<file path="src/sv/dott_pkg.sv">
`timescale 1ns / 1ps
package dott_pkg;

	localparam logic [2:0] MODE_ADD     = 3'd0;
	localparam logic [2:0] MODE_CANCEL  = 3'd1;
	localparam logic [2:0] MODE_REFRESH = 3'd2;
	localparam logic [2:0] MODE_RESET   = 3'd3;
	localparam logic [2:0] MODE_EXPIRE  = 3'd4;
	localparam logic [2:0] MODE_QUERY   = 3'd5;

	localparam logic [31:0] DEFAULT_WINDOW_MS = 32'd3600000;
	localparam logic [63:0] NO_DEADLINE       = 64'hFFFF_FFFF_FFFF_FFFF;

	typedef struct packed {
		logic        rec;
		logic [31:0] per;
		logic [63:0] dl;
	} slot_word_t;

	localparam int WORD_W = $bits(slot_word_t);

endpackage

</file>
<file path="src/sv/deadline_ordered_timer_table_unit.sv">
`timescale 1ns / 1ps
// channel | direction | handshake         | payload
// in      | input     | in_valid/in_stall | mode timer_id interval_ms recurring restart_now now_ms
// out     | output    | out_valid/out_stall | ok slot fired front_changed next_delay_ms
//         |           |                   | any_active last
// cfg     | input     | cfg_valid/cfg_ready | cfg_data (rollover_window_ms)
//
// One item at a time; in_stall is high from transfer until its last result is loaded.
// Cancel, undefined modes, bad ids, full add, empty-table expire: no scan, straight to S_EMIT.
// Add, query: one slot table scan through the RAM read port;
// refresh and reset read the slot first (reset skips the scan when it leaves the slot as is).
// Expire: one scan for the due set, then one selection scan per fired slot;
// output stalls hold the sequencer at each result.
// Reset clears all valid bits at once; slot RAM needs no clearing pass.
module deadline_ordered_timer_table_unit
	import dott_pkg::*;
#(
	parameter int NUM_SLOTS = 16
) (
	input  logic        clk,
	input  logic        arst_n,
	input  logic        in_valid,
	output logic        in_stall,
	input  logic [2:0]  mode,
	input  logic [3:0]  timer_id,
	input  logic [31:0] interval_ms,
	input  logic        recurring,
	input  logic        restart_now,
	input  logic [63:0] now_ms,
	output logic        out_valid,
	input  logic        out_stall,
	output logic        ok,
	output logic [3:0]  slot,
	output logic        fired,
	output logic        front_changed,
	output logic [63:0] next_delay_ms,
	output logic        any_active,
	output logic        last,
	input  logic        cfg_valid,
	output logic        cfg_ready,
	input  logic [31:0] cfg_data
);

	localparam int IW = (NUM_SLOTS > 1) ? $clog2(NUM_SLOTS) : 1;
	localparam int CW = $clog2(NUM_SLOTS + 1);

	localparam logic [3:0] S_IDLE  = 4'd0;
	localparam logic [3:0] S_RD    = 4'd1;
	localparam logic [3:0] S_PREP  = 4'd2;
	localparam logic [3:0] S_SCAN  = 4'd3;
	localparam logic [3:0] S_PLACE = 4'd4;
	localparam logic [3:0] S_XSEL  = 4'd5;
	localparam logic [3:0] S_QRES  = 4'd6;
	localparam logic [3:0] S_EMIT  = 4'd7;
	localparam logic [3:0] S_DUE   = 4'd8;

	logic [3:0]           state_q, nxt_q;
	logic [NUM_SLOTS-1:0] valid_q, mask_q, due_q;
	logic [63:0]          prev_q, now_q, d_q, best_d_q;
	logic [31:0]          window_q, ms_q, add_q, wr_per_q, best_per_q;
	logic [2:0]           mode_q;
	logic                 fnow_q, wr_rec_q, best_rec_q, best_v_q, notify_q;
	logic                 roll_q, act_q, due_scan_q, act_sel_q;
	logic [IW-1:0]        slot_q, best_i_q, rd_idx_s1;
	logic [CW-1:0]        scan_cnt_q;
	logic                 rd_v_s1;
	logic                 r_ok_q, r_fired_q, r_front_q, r_last_q;
	logic [3:0]           r_slot_q;
	logic [63:0]          r_delay_q;
	logic                 out_v_q, ok_q, fired_q, front_q, act_out_q, last_q;
	logic [3:0]           slot_out_q;
	logic [63:0]          delay_q;

	logic [IW-1:0]        id_ix, free_ix, ram_raddr, ram_waddr;
	logic                 id_ok, full, ram_we, in_xfer, front;
	logic [WORD_W-1:0]    ram_rdata_raw;
	slot_word_t           rw, ram_wdata;
	logic [NUM_SLOTS-1:0] free_bit, slot_bit, best_bit;

	assign in_stall  = (state_q != S_IDLE);
	assign in_xfer   = in_valid && !in_stall;
	assign cfg_ready = 1'b1;
	assign id_ix     = IW'(timer_id);
	assign id_ok     = (32'(timer_id) < NUM_SLOTS) && valid_q[id_ix];
	assign full      = &valid_q;
	assign free_bit  = NUM_SLOTS'(1) << free_ix;
	assign slot_bit  = NUM_SLOTS'(1) << slot_q;
	assign best_bit  = NUM_SLOTS'(1) << best_i_q;
	assign rw        = slot_word_t'(ram_rdata_raw);
	assign front     = !best_v_q || !((best_d_q < d_q) ||
		((best_d_q == d_q) && (best_i_q < slot_q)));

	always_comb begin
		free_ix = '0;
		for (int i = NUM_SLOTS - 1; i >= 0; i--)
			if (!valid_q[i])
				free_ix = IW'(i);
	end

	assign ram_raddr = (state_q == S_IDLE) ? id_ix : scan_cnt_q[IW-1:0];

	always_comb begin
		ram_we    = 1'b0;
		ram_waddr = slot_q;
		ram_wdata = '{rec: wr_rec_q, per: wr_per_q, dl: d_q};
		if (state_q == S_PLACE) begin
			ram_we = 1'b1;
		end else if (state_q == S_XSEL && best_rec_q) begin
			ram_we    = 1'b1;
			ram_waddr = best_i_q;
			ram_wdata = '{rec: 1'b1, per: best_per_q, dl: now_q + 64'(best_per_q)};
		end
	end

	dott_ram #(.WIDTH(WORD_W), .DEPTH(NUM_SLOTS), .AW(IW)) u_ram (
		.clk   (clk),
		.we    (ram_we),
		.waddr (ram_waddr),
		.wdata (ram_wdata),
		.raddr (ram_raddr),
		.rdata (ram_rdata_raw)
	);

	always_ff @(posedge clk or negedge arst_n) begin
		if (!arst_n) begin
			state_q    <= S_IDLE;
			valid_q    <= '0;
			prev_q     <= '0;
			notify_q   <= 1'b0;
			window_q   <= DEFAULT_WINDOW_MS;
			out_v_q    <= 1'b0;
			rd_v_s1    <= 1'b0;
			scan_cnt_q <= '0;
		end else begin
			rd_v_s1 <= (state_q == S_SCAN) && (32'(scan_cnt_q) < NUM_SLOTS);
			if (cfg_valid && cfg_ready)
				window_q <= cfg_data;
			if (state_q == S_EMIT && (!out_v_q || !out_stall))
				out_v_q <= 1'b1;
			else if (out_v_q && !out_stall)
				out_v_q <= 1'b0;

			case (state_q)
			S_IDLE: begin
				if (in_xfer) begin
					mode_q    <= mode;
					ms_q      <= interval_ms;
					fnow_q    <= restart_now;
					now_q     <= now_ms;
					slot_q    <= (mode == MODE_ADD) ? free_ix : id_ix;
					r_slot_q  <= (mode == MODE_CANCEL || mode == MODE_REFRESH ||
						mode == MODE_RESET) ? timer_id : 4'd0;
					r_fired_q <= 1'b0;
					r_front_q <= 1'b0;
					r_last_q  <= 1'b1;
					r_delay_q <= '0;
					act_sel_q <= 1'b0;
					case (mode)
					MODE_ADD: begin
						r_ok_q <= 1'b0;
						if (full) begin
							state_q <= S_EMIT;
						end else begin
							d_q        <= now_ms + 64'(interval_ms);
							wr_rec_q   <= recurring;
							wr_per_q   <= interval_ms;
							mask_q     <= valid_q & ~free_bit;
							due_scan_q <= 1'b0;
							best_v_q   <= 1'b0;
							scan_cnt_q <= '0;
							nxt_q      <= S_PLACE;
							state_q    <= S_SCAN;
						end
					end
					MODE_CANCEL: begin
						r_ok_q <= id_ok;
						if (id_ok)
							valid_q[id_ix] <= 1'b0;
						state_q <= S_EMIT;
					end
					MODE_REFRESH, MODE_RESET: begin
						r_ok_q  <= id_ok;
						state_q <= id_ok ? S_RD : S_EMIT;
					end
					MODE_EXPIRE: begin
						r_ok_q <= 1'b1;
						if (valid_q == '0) begin
							state_q <= S_EMIT;
						end else begin
							roll_q     <= (now_ms < prev_q) &&
								((prev_q - now_ms) > 64'(window_q));
							prev_q     <= now_ms;
							due_q      <= '0;
							act_q      <= 1'b0;
							due_scan_q <= 1'b1;
							scan_cnt_q <= '0;
							nxt_q      <= S_DUE;
							state_q    <= S_SCAN;
						end
					end
					MODE_QUERY: begin
						r_ok_q     <= 1'b1;
						notify_q   <= 1'b0;
						mask_q     <= valid_q;
						due_scan_q <= 1'b0;
						best_v_q   <= 1'b0;
						scan_cnt_q <= '0;
						nxt_q      <= S_QRES;
						state_q    <= S_SCAN;
					end
					default: begin
						r_ok_q  <= 1'b0;
						state_q <= S_EMIT;
					end
					endcase
				end
			end
			S_RD: begin
				wr_rec_q <= rw.rec;
				if (mode_q == MODE_REFRESH) begin
					d_q      <= now_q;
					add_q    <= rw.per;
					wr_per_q <= rw.per;
					state_q  <= S_PREP;
				end else if (ms_q == rw.per && !fnow_q) begin
					state_q <= S_EMIT;
				end else begin
					d_q      <= fnow_q ? now_q : rw.dl - 64'(rw.per);
					add_q    <= ms_q;
					wr_per_q <= ms_q;
					state_q  <= S_PREP;
				end
			end
			S_PREP: begin
				d_q        <= d_q + 64'(add_q);
				mask_q     <= valid_q & ~slot_bit;
				due_scan_q <= 1'b0;
				best_v_q   <= 1'b0;
				scan_cnt_q <= '0;
				nxt_q      <= S_PLACE;
				state_q    <= S_SCAN;
			end
			S_SCAN: begin
				if (32'(scan_cnt_q) < NUM_SLOTS) begin
					rd_idx_s1  <= scan_cnt_q[IW-1:0];
					scan_cnt_q <= scan_cnt_q + CW'(1);
				end else if (!rd_v_s1) begin
					state_q <= nxt_q;
				end
				if (rd_v_s1) begin
					if (due_scan_q) begin
						if (valid_q[rd_idx_s1]) begin
							due_q[rd_idx_s1] <= roll_q || (rw.dl <= now_q);
							if (!(roll_q || (rw.dl <= now_q)) || rw.rec)
								act_q <= 1'b1;
						end
					end else if (mask_q[rd_idx_s1] && (!best_v_q || rw.dl < best_d_q)) begin
						best_v_q   <= 1'b1;
						best_d_q   <= rw.dl;
						best_i_q   <= rd_idx_s1;
						best_rec_q <= rw.rec;
						best_per_q <= rw.per;
					end
				end
			end
			S_PLACE: begin
				valid_q[slot_q] <= 1'b1;
				r_ok_q          <= 1'b1;
				if (mode_q == MODE_ADD)
					r_slot_q <= 4'(slot_q);
				if (front && !notify_q) begin
					notify_q  <= 1'b1;
					r_front_q <= 1'b1;
				end
				state_q <= S_EMIT;
			end
			S_DUE: begin
				if (due_q == '0) begin
					state_q <= S_EMIT;
				end else begin
					mask_q     <= due_q;
					due_scan_q <= 1'b0;
					best_v_q   <= 1'b0;
					scan_cnt_q <= '0;
					nxt_q      <= S_XSEL;
					state_q    <= S_SCAN;
				end
			end
			S_XSEL: begin
				if (!best_rec_q)
					valid_q[best_i_q] <= 1'b0;
				due_q     <= due_q & ~best_bit;
				r_slot_q  <= 4'(best_i_q);
				r_fired_q <= 1'b1;
				r_last_q  <= ((due_q & ~best_bit) == '0);
				act_sel_q <= 1'b1;
				state_q   <= S_EMIT;
			end
			S_QRES: begin
				if (!best_v_q)
					r_delay_q <= NO_DEADLINE;
				else
					r_delay_q <= (now_q >= best_d_q) ? 64'd0 : best_d_q - now_q;
				state_q <= S_EMIT;
			end
			S_EMIT: begin
				if (!out_v_q || !out_stall) begin
					ok_q       <= r_ok_q;
					slot_out_q <= r_slot_q;
					fired_q    <= r_fired_q;
					front_q    <= r_front_q;
					delay_q    <= r_delay_q;
					act_out_q  <= act_sel_q ? act_q : |valid_q;
					last_q     <= r_last_q;
					if (r_last_q) begin
						state_q <= S_IDLE;
					end else begin
						mask_q     <= due_q;
						due_scan_q <= 1'b0;
						best_v_q   <= 1'b0;
						scan_cnt_q <= '0;
						nxt_q      <= S_XSEL;
						state_q    <= S_SCAN;
					end
				end
			end
			default: state_q <= S_IDLE;
			endcase
		end
	end

	assign out_valid     = out_v_q;
	assign ok            = ok_q;
	assign slot          = slot_out_q;
	assign fired         = fired_q;
	assign front_changed = front_q;
	assign next_delay_ms = delay_q;
	assign any_active    = act_out_q;
	assign last          = last_q;

	a_scan_bound: assert property (@(posedge clk) disable iff (!arst_n)
		(state_q == S_SCAN) |-> (32'(scan_cnt_q) <= NUM_SLOTS))
		else $error("scan counter overran slot table");

	a_xsel_due: assert property (@(posedge clk) disable iff (!arst_n)
		(state_q == S_XSEL) |-> (best_v_q && due_q[best_i_q]))
		else $error("expire selected a slot outside the due set");

	a_add_free: assert property (@(posedge clk) disable iff (!arst_n)
		(state_q == S_PLACE && mode_q == MODE_ADD) |-> !valid_q[slot_q])
		else $error("add placed a timer in an occupied slot");

endmodule

</file>
<file path="src/sv/dott_ram.sv">
`timescale 1ns / 1ps
module dott_ram #(
	parameter int WIDTH = 8,
	parameter int DEPTH = 16,
	parameter int AW    = (DEPTH > 1) ? $clog2(DEPTH) : 1
) (
	input  logic             clk,
	input  logic             we,
	input  logic [AW-1:0]    waddr,
	input  logic [WIDTH-1:0] wdata,
	input  logic [AW-1:0]    raddr,
	output logic [WIDTH-1:0] rdata
);

	logic [WIDTH-1:0] mem [DEPTH];

	always_ff @(posedge clk) begin
		if (we)
			mem[waddr] <= wdata;
		rdata <= mem[raddr];
	end

endmodule
</file>
<file path="config.mk">
export PLATFORM = sky130hd
export DESIGN_NAME = deadline_ordered_timer_table_unit
export DESIGN_NICKNAME = d
export VERILOG_FILES = /design/src/sv/dott_pkg.sv /design/src/sv/deadline_ordered_timer_table_unit.sv /design/src/sv/dott_ram.sv
export SDC_FILE = /design/constraint.sdc
export NUM_CORES = 2
export LEC_CHECK = 0
export BUFFER_PORTS_ARGS = -buffer_cell sky130_fd_sc_hd__buf_2
export CAP_MARGIN = 15
export CORE_UTILIZATION = 60
export DETAILED_ROUTE_END_ITERATION = 8
export HOLD_SLACK_MARGIN = 0.12
export PLACE_DENSITY = 0.75
export SETUP_SLACK_MARGIN = 0.5
export SKIP_CTS_REPAIR_TIMING = 1
export SLEW_MARGIN = 15
export SYNTH_ARGS = -nofsm -noshare
export SYNTH_HDL_FRONTEND = slang
export SYNTH_SLANG_ARGS = --single-unit
</file>
<file path="constraint.sdc">
create_clock -name clk -period 9.1 [get_ports clk]
set_input_delay 0.455 -clock clk [delete_from_list [all_inputs] [get_ports clk]]
set_output_delay 0.455 -clock clk [all_outputs]
set_load 0.03 [all_outputs]
</file>
==> flow_metrics.tcl <==
set metrics [dict create \
    synth_edf_count 2075 \
    drv_cap 0 \
    cp-end-kind "flip-flop" \
    yosys.area.top_type "edfxtp_1" \
    grt_pass1_vias 73800 \
    area_growth_pct 12.4 \
    ir_drop_uv 314 \
    power.density_nw_per_um2 310 \
    cts.reportedPaths.clkPinSlew_ns 0.07 \
    setup_violations 0 \
    die_x_um 431 \
    core_um2 183000 \
    die_y_um 431 \
    worstPathRequired_ns 9.72 \
    start_util 0.604 \
    path_cells "dlygate4sd3_1 -> buf_2 -> inv_1 -> ha_1 -> nor2b_1 -> o31a_1 -> o41ai_2 -> o2111ai_1 -> nand3_1 -> nor2b_1 -> xnor2_1 -> ha_1 -> nand4_1 -> nand4bb_1 -> nor2_1 -> o22ai_1 -> nor4_1 -> nand4_1 -> nor4_1 -> nand4_1 -> nor4b_2 -> and3_1 -> and4_1 -> a211oi_1" \
    wl_per_cell_um 33.7 \
    synth.most_common_cell "edfxtp_1" \
    outcome "finished, violations left" \
    dp_cells 10700 \
    setup_tns_ns 0 \
    syn_area_um2 110000 \
    drtIter0Drc 11200 \
    viasPerCell 6.90 \
    synthXorXnorAreaFrac 0.0283 \
    final_nets 9228 \
    slew_violations 0 \
    synth_top_family_by_area "compound AO/OA/AOI/OAI gates" \
    antenna_found_initial 32 \
    synthMuxAreaShare 0.0874 \
    cts-root-buf "clkbuf_16" \
    num_io_pins 218 \
    remaining_drc_errors 4 \
    async_reset_ff_frac 0.0540 \
    htreeDepth 4 \
    violations "DRC" \
    cpPeakStageDelay_ns 0.82 \
    slew_headroom 0.153 \
    synth_cell_types 106 \
    finalWirelength_um 380000 \
    hold_slack_ns 0.117 \
    rsz0062_at_grt "false" \
    ant_nets 0 \
    finalClockSkew_ns 0.0738 \
    tritoncts "done" \
    synth_top_area_frac 0.564 \
    finalCriticalPeriod_ns 6.27 \
    ys_seq_elements 2296 \
    vias 77800 \
    min_period_over_period 0.689 \
    place_hpwl_um 248000 \
    cts_buffers 224 \
    track_usage 0.404 \
    crit_path_frequent_cell "nand4_1" \
    synth_fp_nets 8867 \
    arrival_ns 6.89 \
    worstSetupPathType "in -> reg" \
    timing_hold_violations_final 0 \
    cts_sinks 2296 \
    num_rows 157 \
    path_max_fanout 6 \
    grt_start_max_net_pins 127 \
    grt_overflow_total 0 \
    cts_buffer_depth 3 \
    port_buffers 216 \
    total_power_mw 38.5 \
    yosysWarnings 0 \
    drive_gt1_frac 0.147 \
    worst_pin_slew_ns 1.26 \
    synth_compound_area_frac 0.104 \
    hp-class "in -> reg" \
    grt_first_pass_wirelength_um 534000 \
    start_kind "input pin" \
    yosysSeqAreaShare 0.610 \
    gp_congestion 1.07 \
    drtPass1Iterations 9 \
    crit_slowest_cell "o41ai_2" \
    clk_latency_ns 0.91 \
    fillerInstances 12200 \
    max_freq_mhz 159 \
    yosys.area_share.simple 0.0858 \
    synthTopCellsByArea "edfxtp_1, mux4_2, ha_1" \
    die_area_um2 186000 \
    synthAdderAreaFrac 0.0558 \
    synth_ff_type "edfxtp_1" \
    stdcell_count 11300 \
    synth_commonest_cells "edfxtp_1, nand2_1, ha_1" \
    synth_cells 8236 \
    p_leak_nw 45.4 \
    syn-mean-instance-area_um2 13.4 \
]
[sequential cells by signal, indices dropped and copies added (netlist names), 64 cells and up]
signal         flops
now_q             64
u_ram.rdata       97
prev_q            64
next_delay_ms     64
best_d_q          64
d_q               64
r_delay_q         64
u_ram.mem       1552
[kinds of logic after synthesis]
| logic type | after synthesis |
|---|---|
| AO/OA/AOI/OAI | 1826 |
| XOR/XNOR | 357 |
| adder cells (fa/ha/maj) | 489 |
| buffers and inverters | 798 |
| flip-flops | 2296 |
| multiplexers | 455 |
| other | 1 |
| AND/OR/NAND/NOR | 2014 |
[final cells by class]
type | count | area (um^2) | area share
clock buffer | 311 | 6330 | 0.0510
clock inverter | 117 | 1430 | 0.0115
antenna | 15 | 37.5 | 0.000302
inverter | 431 | 1620 | 0.0130
timing repair buffer | 502 | 3950 | 0.0318
sequential | 2296 | 67400 | 0.543
multi-input combinational | 5142 | 40300 | 0.325
tap | 2464 | 3080 | 0.0248
[layout by cell type (no fill, tap or decap), types with 38 or more instances in the layout]
cell type / synthesis / layout
a31oi_1: 129 / 127
clkbuf_1: 264 / 53
a21oi_1: 481 / 476
edfxtp_1: 2075 / 2075
nor2b_1: 54 / 53
nand3_1: 121 / 121
buf_4: 10 / 119
nor3_1: 106 / 105
dfrtp_1: 113 / 113
xnor2_1: 264 / 264
nand4_1: 144 / 144
clkinv_2: 0 / 38
xor2_1: 93 / 93
o21ai_1: 51 / 61
inv_1: 428 / 428
buf_2: 81 / 215
nor4_1: 52 / 51
dfxtp_1: 97 / 97
ha_1: 483 / 483
nor2_1: 283 / 261
mux4_2: 403 / 403
dlygate4sd3_1: 0 / 137
o21ai_0: 428 / 404
a211oi_1: 126 / 126
clkbuf_16: 0 / 229
and2_1: 115 / 114
or3_1: 38 / 38
nand2_1: 921 / 917
a21o_1: 209 / 209
mux2_2: 38 / 38
nand2b_1: 68 / 68
o21bai_1: 42 / 42
o21a_1: 66 / 66
[per-stage QoR]
stage                util  setup WS, ns  cell area, um^2
floorplan               -          2.39           110000
global placement    0.628          2.72           115000
detailed placement  0.628          2.69           115000
CTS                 0.670          2.98           123000
global route        0.678          2.41           124000
finish              0.679          2.83           124000
[where the power goes]
group          leakage, nW  total (mW)  switching, mW  internal (mW)
combinational         20.5        14.0           8.90           5.15
clock                 3.75        9.81           4.33           5.48
sequential            21.1        14.6           1.27           13.4
total                 45.4        38.5           14.5           24.0
[worst paths after layout]
| path | from | end | slack (ns) | depth (start not counted) |
|---|---|---|---|---|
| min in group asynchronous | arst_n | prev_q[60]$_DFFE_PN0P_ | 0.58 | 3 |
| worst max register to register | prev_q[1]$_DFFE_PN0P_ | roll_q$_DFFE_PP_ | 2.89 | 21 |
| max in group asynchronous | arst_n | prev_q[18]$_DFFE_PN0P_ | 7.21 | 4 |
| worst min-delay path | timer_id[3] | slot_q[3]$_DFFE_PP_ | 0.12 | 3 |
| worst max-delay path | now_ms[1] | roll_q$_DFFE_PP_ | 2.83 | 24 |
| worst min register to register | r_delay_q[18]$_SDFFCE_PP0P_ | next_delay_ms[18]$_DFFE_PP_ | 0.39 | 0 |
[critical path: cells and delay by family]
family	cells	cell delay, ns
fa+ha+maj	2	0.63
buf+inv	3	0.88
compound gates	5	1.67
xor+xnor	1	0.11
simple gates	13	3.13
[routing by layer]
metal | vias to the layer above | share of wire | wire, um | track usage
li1 | 32300 | - | - | -
met1 | 38500 | 0.38 | 143000 | 0.567
met2 | 5981 | 0.44 | 166000 | 0.590
met3 | 996 | 0.13 | 49700 | 0.106
met4 | 22 | 0.055 | 20700 | 0.193
met5 | - | 0.00039 | 148 | 0
Power figures use the tool's default switching activity.
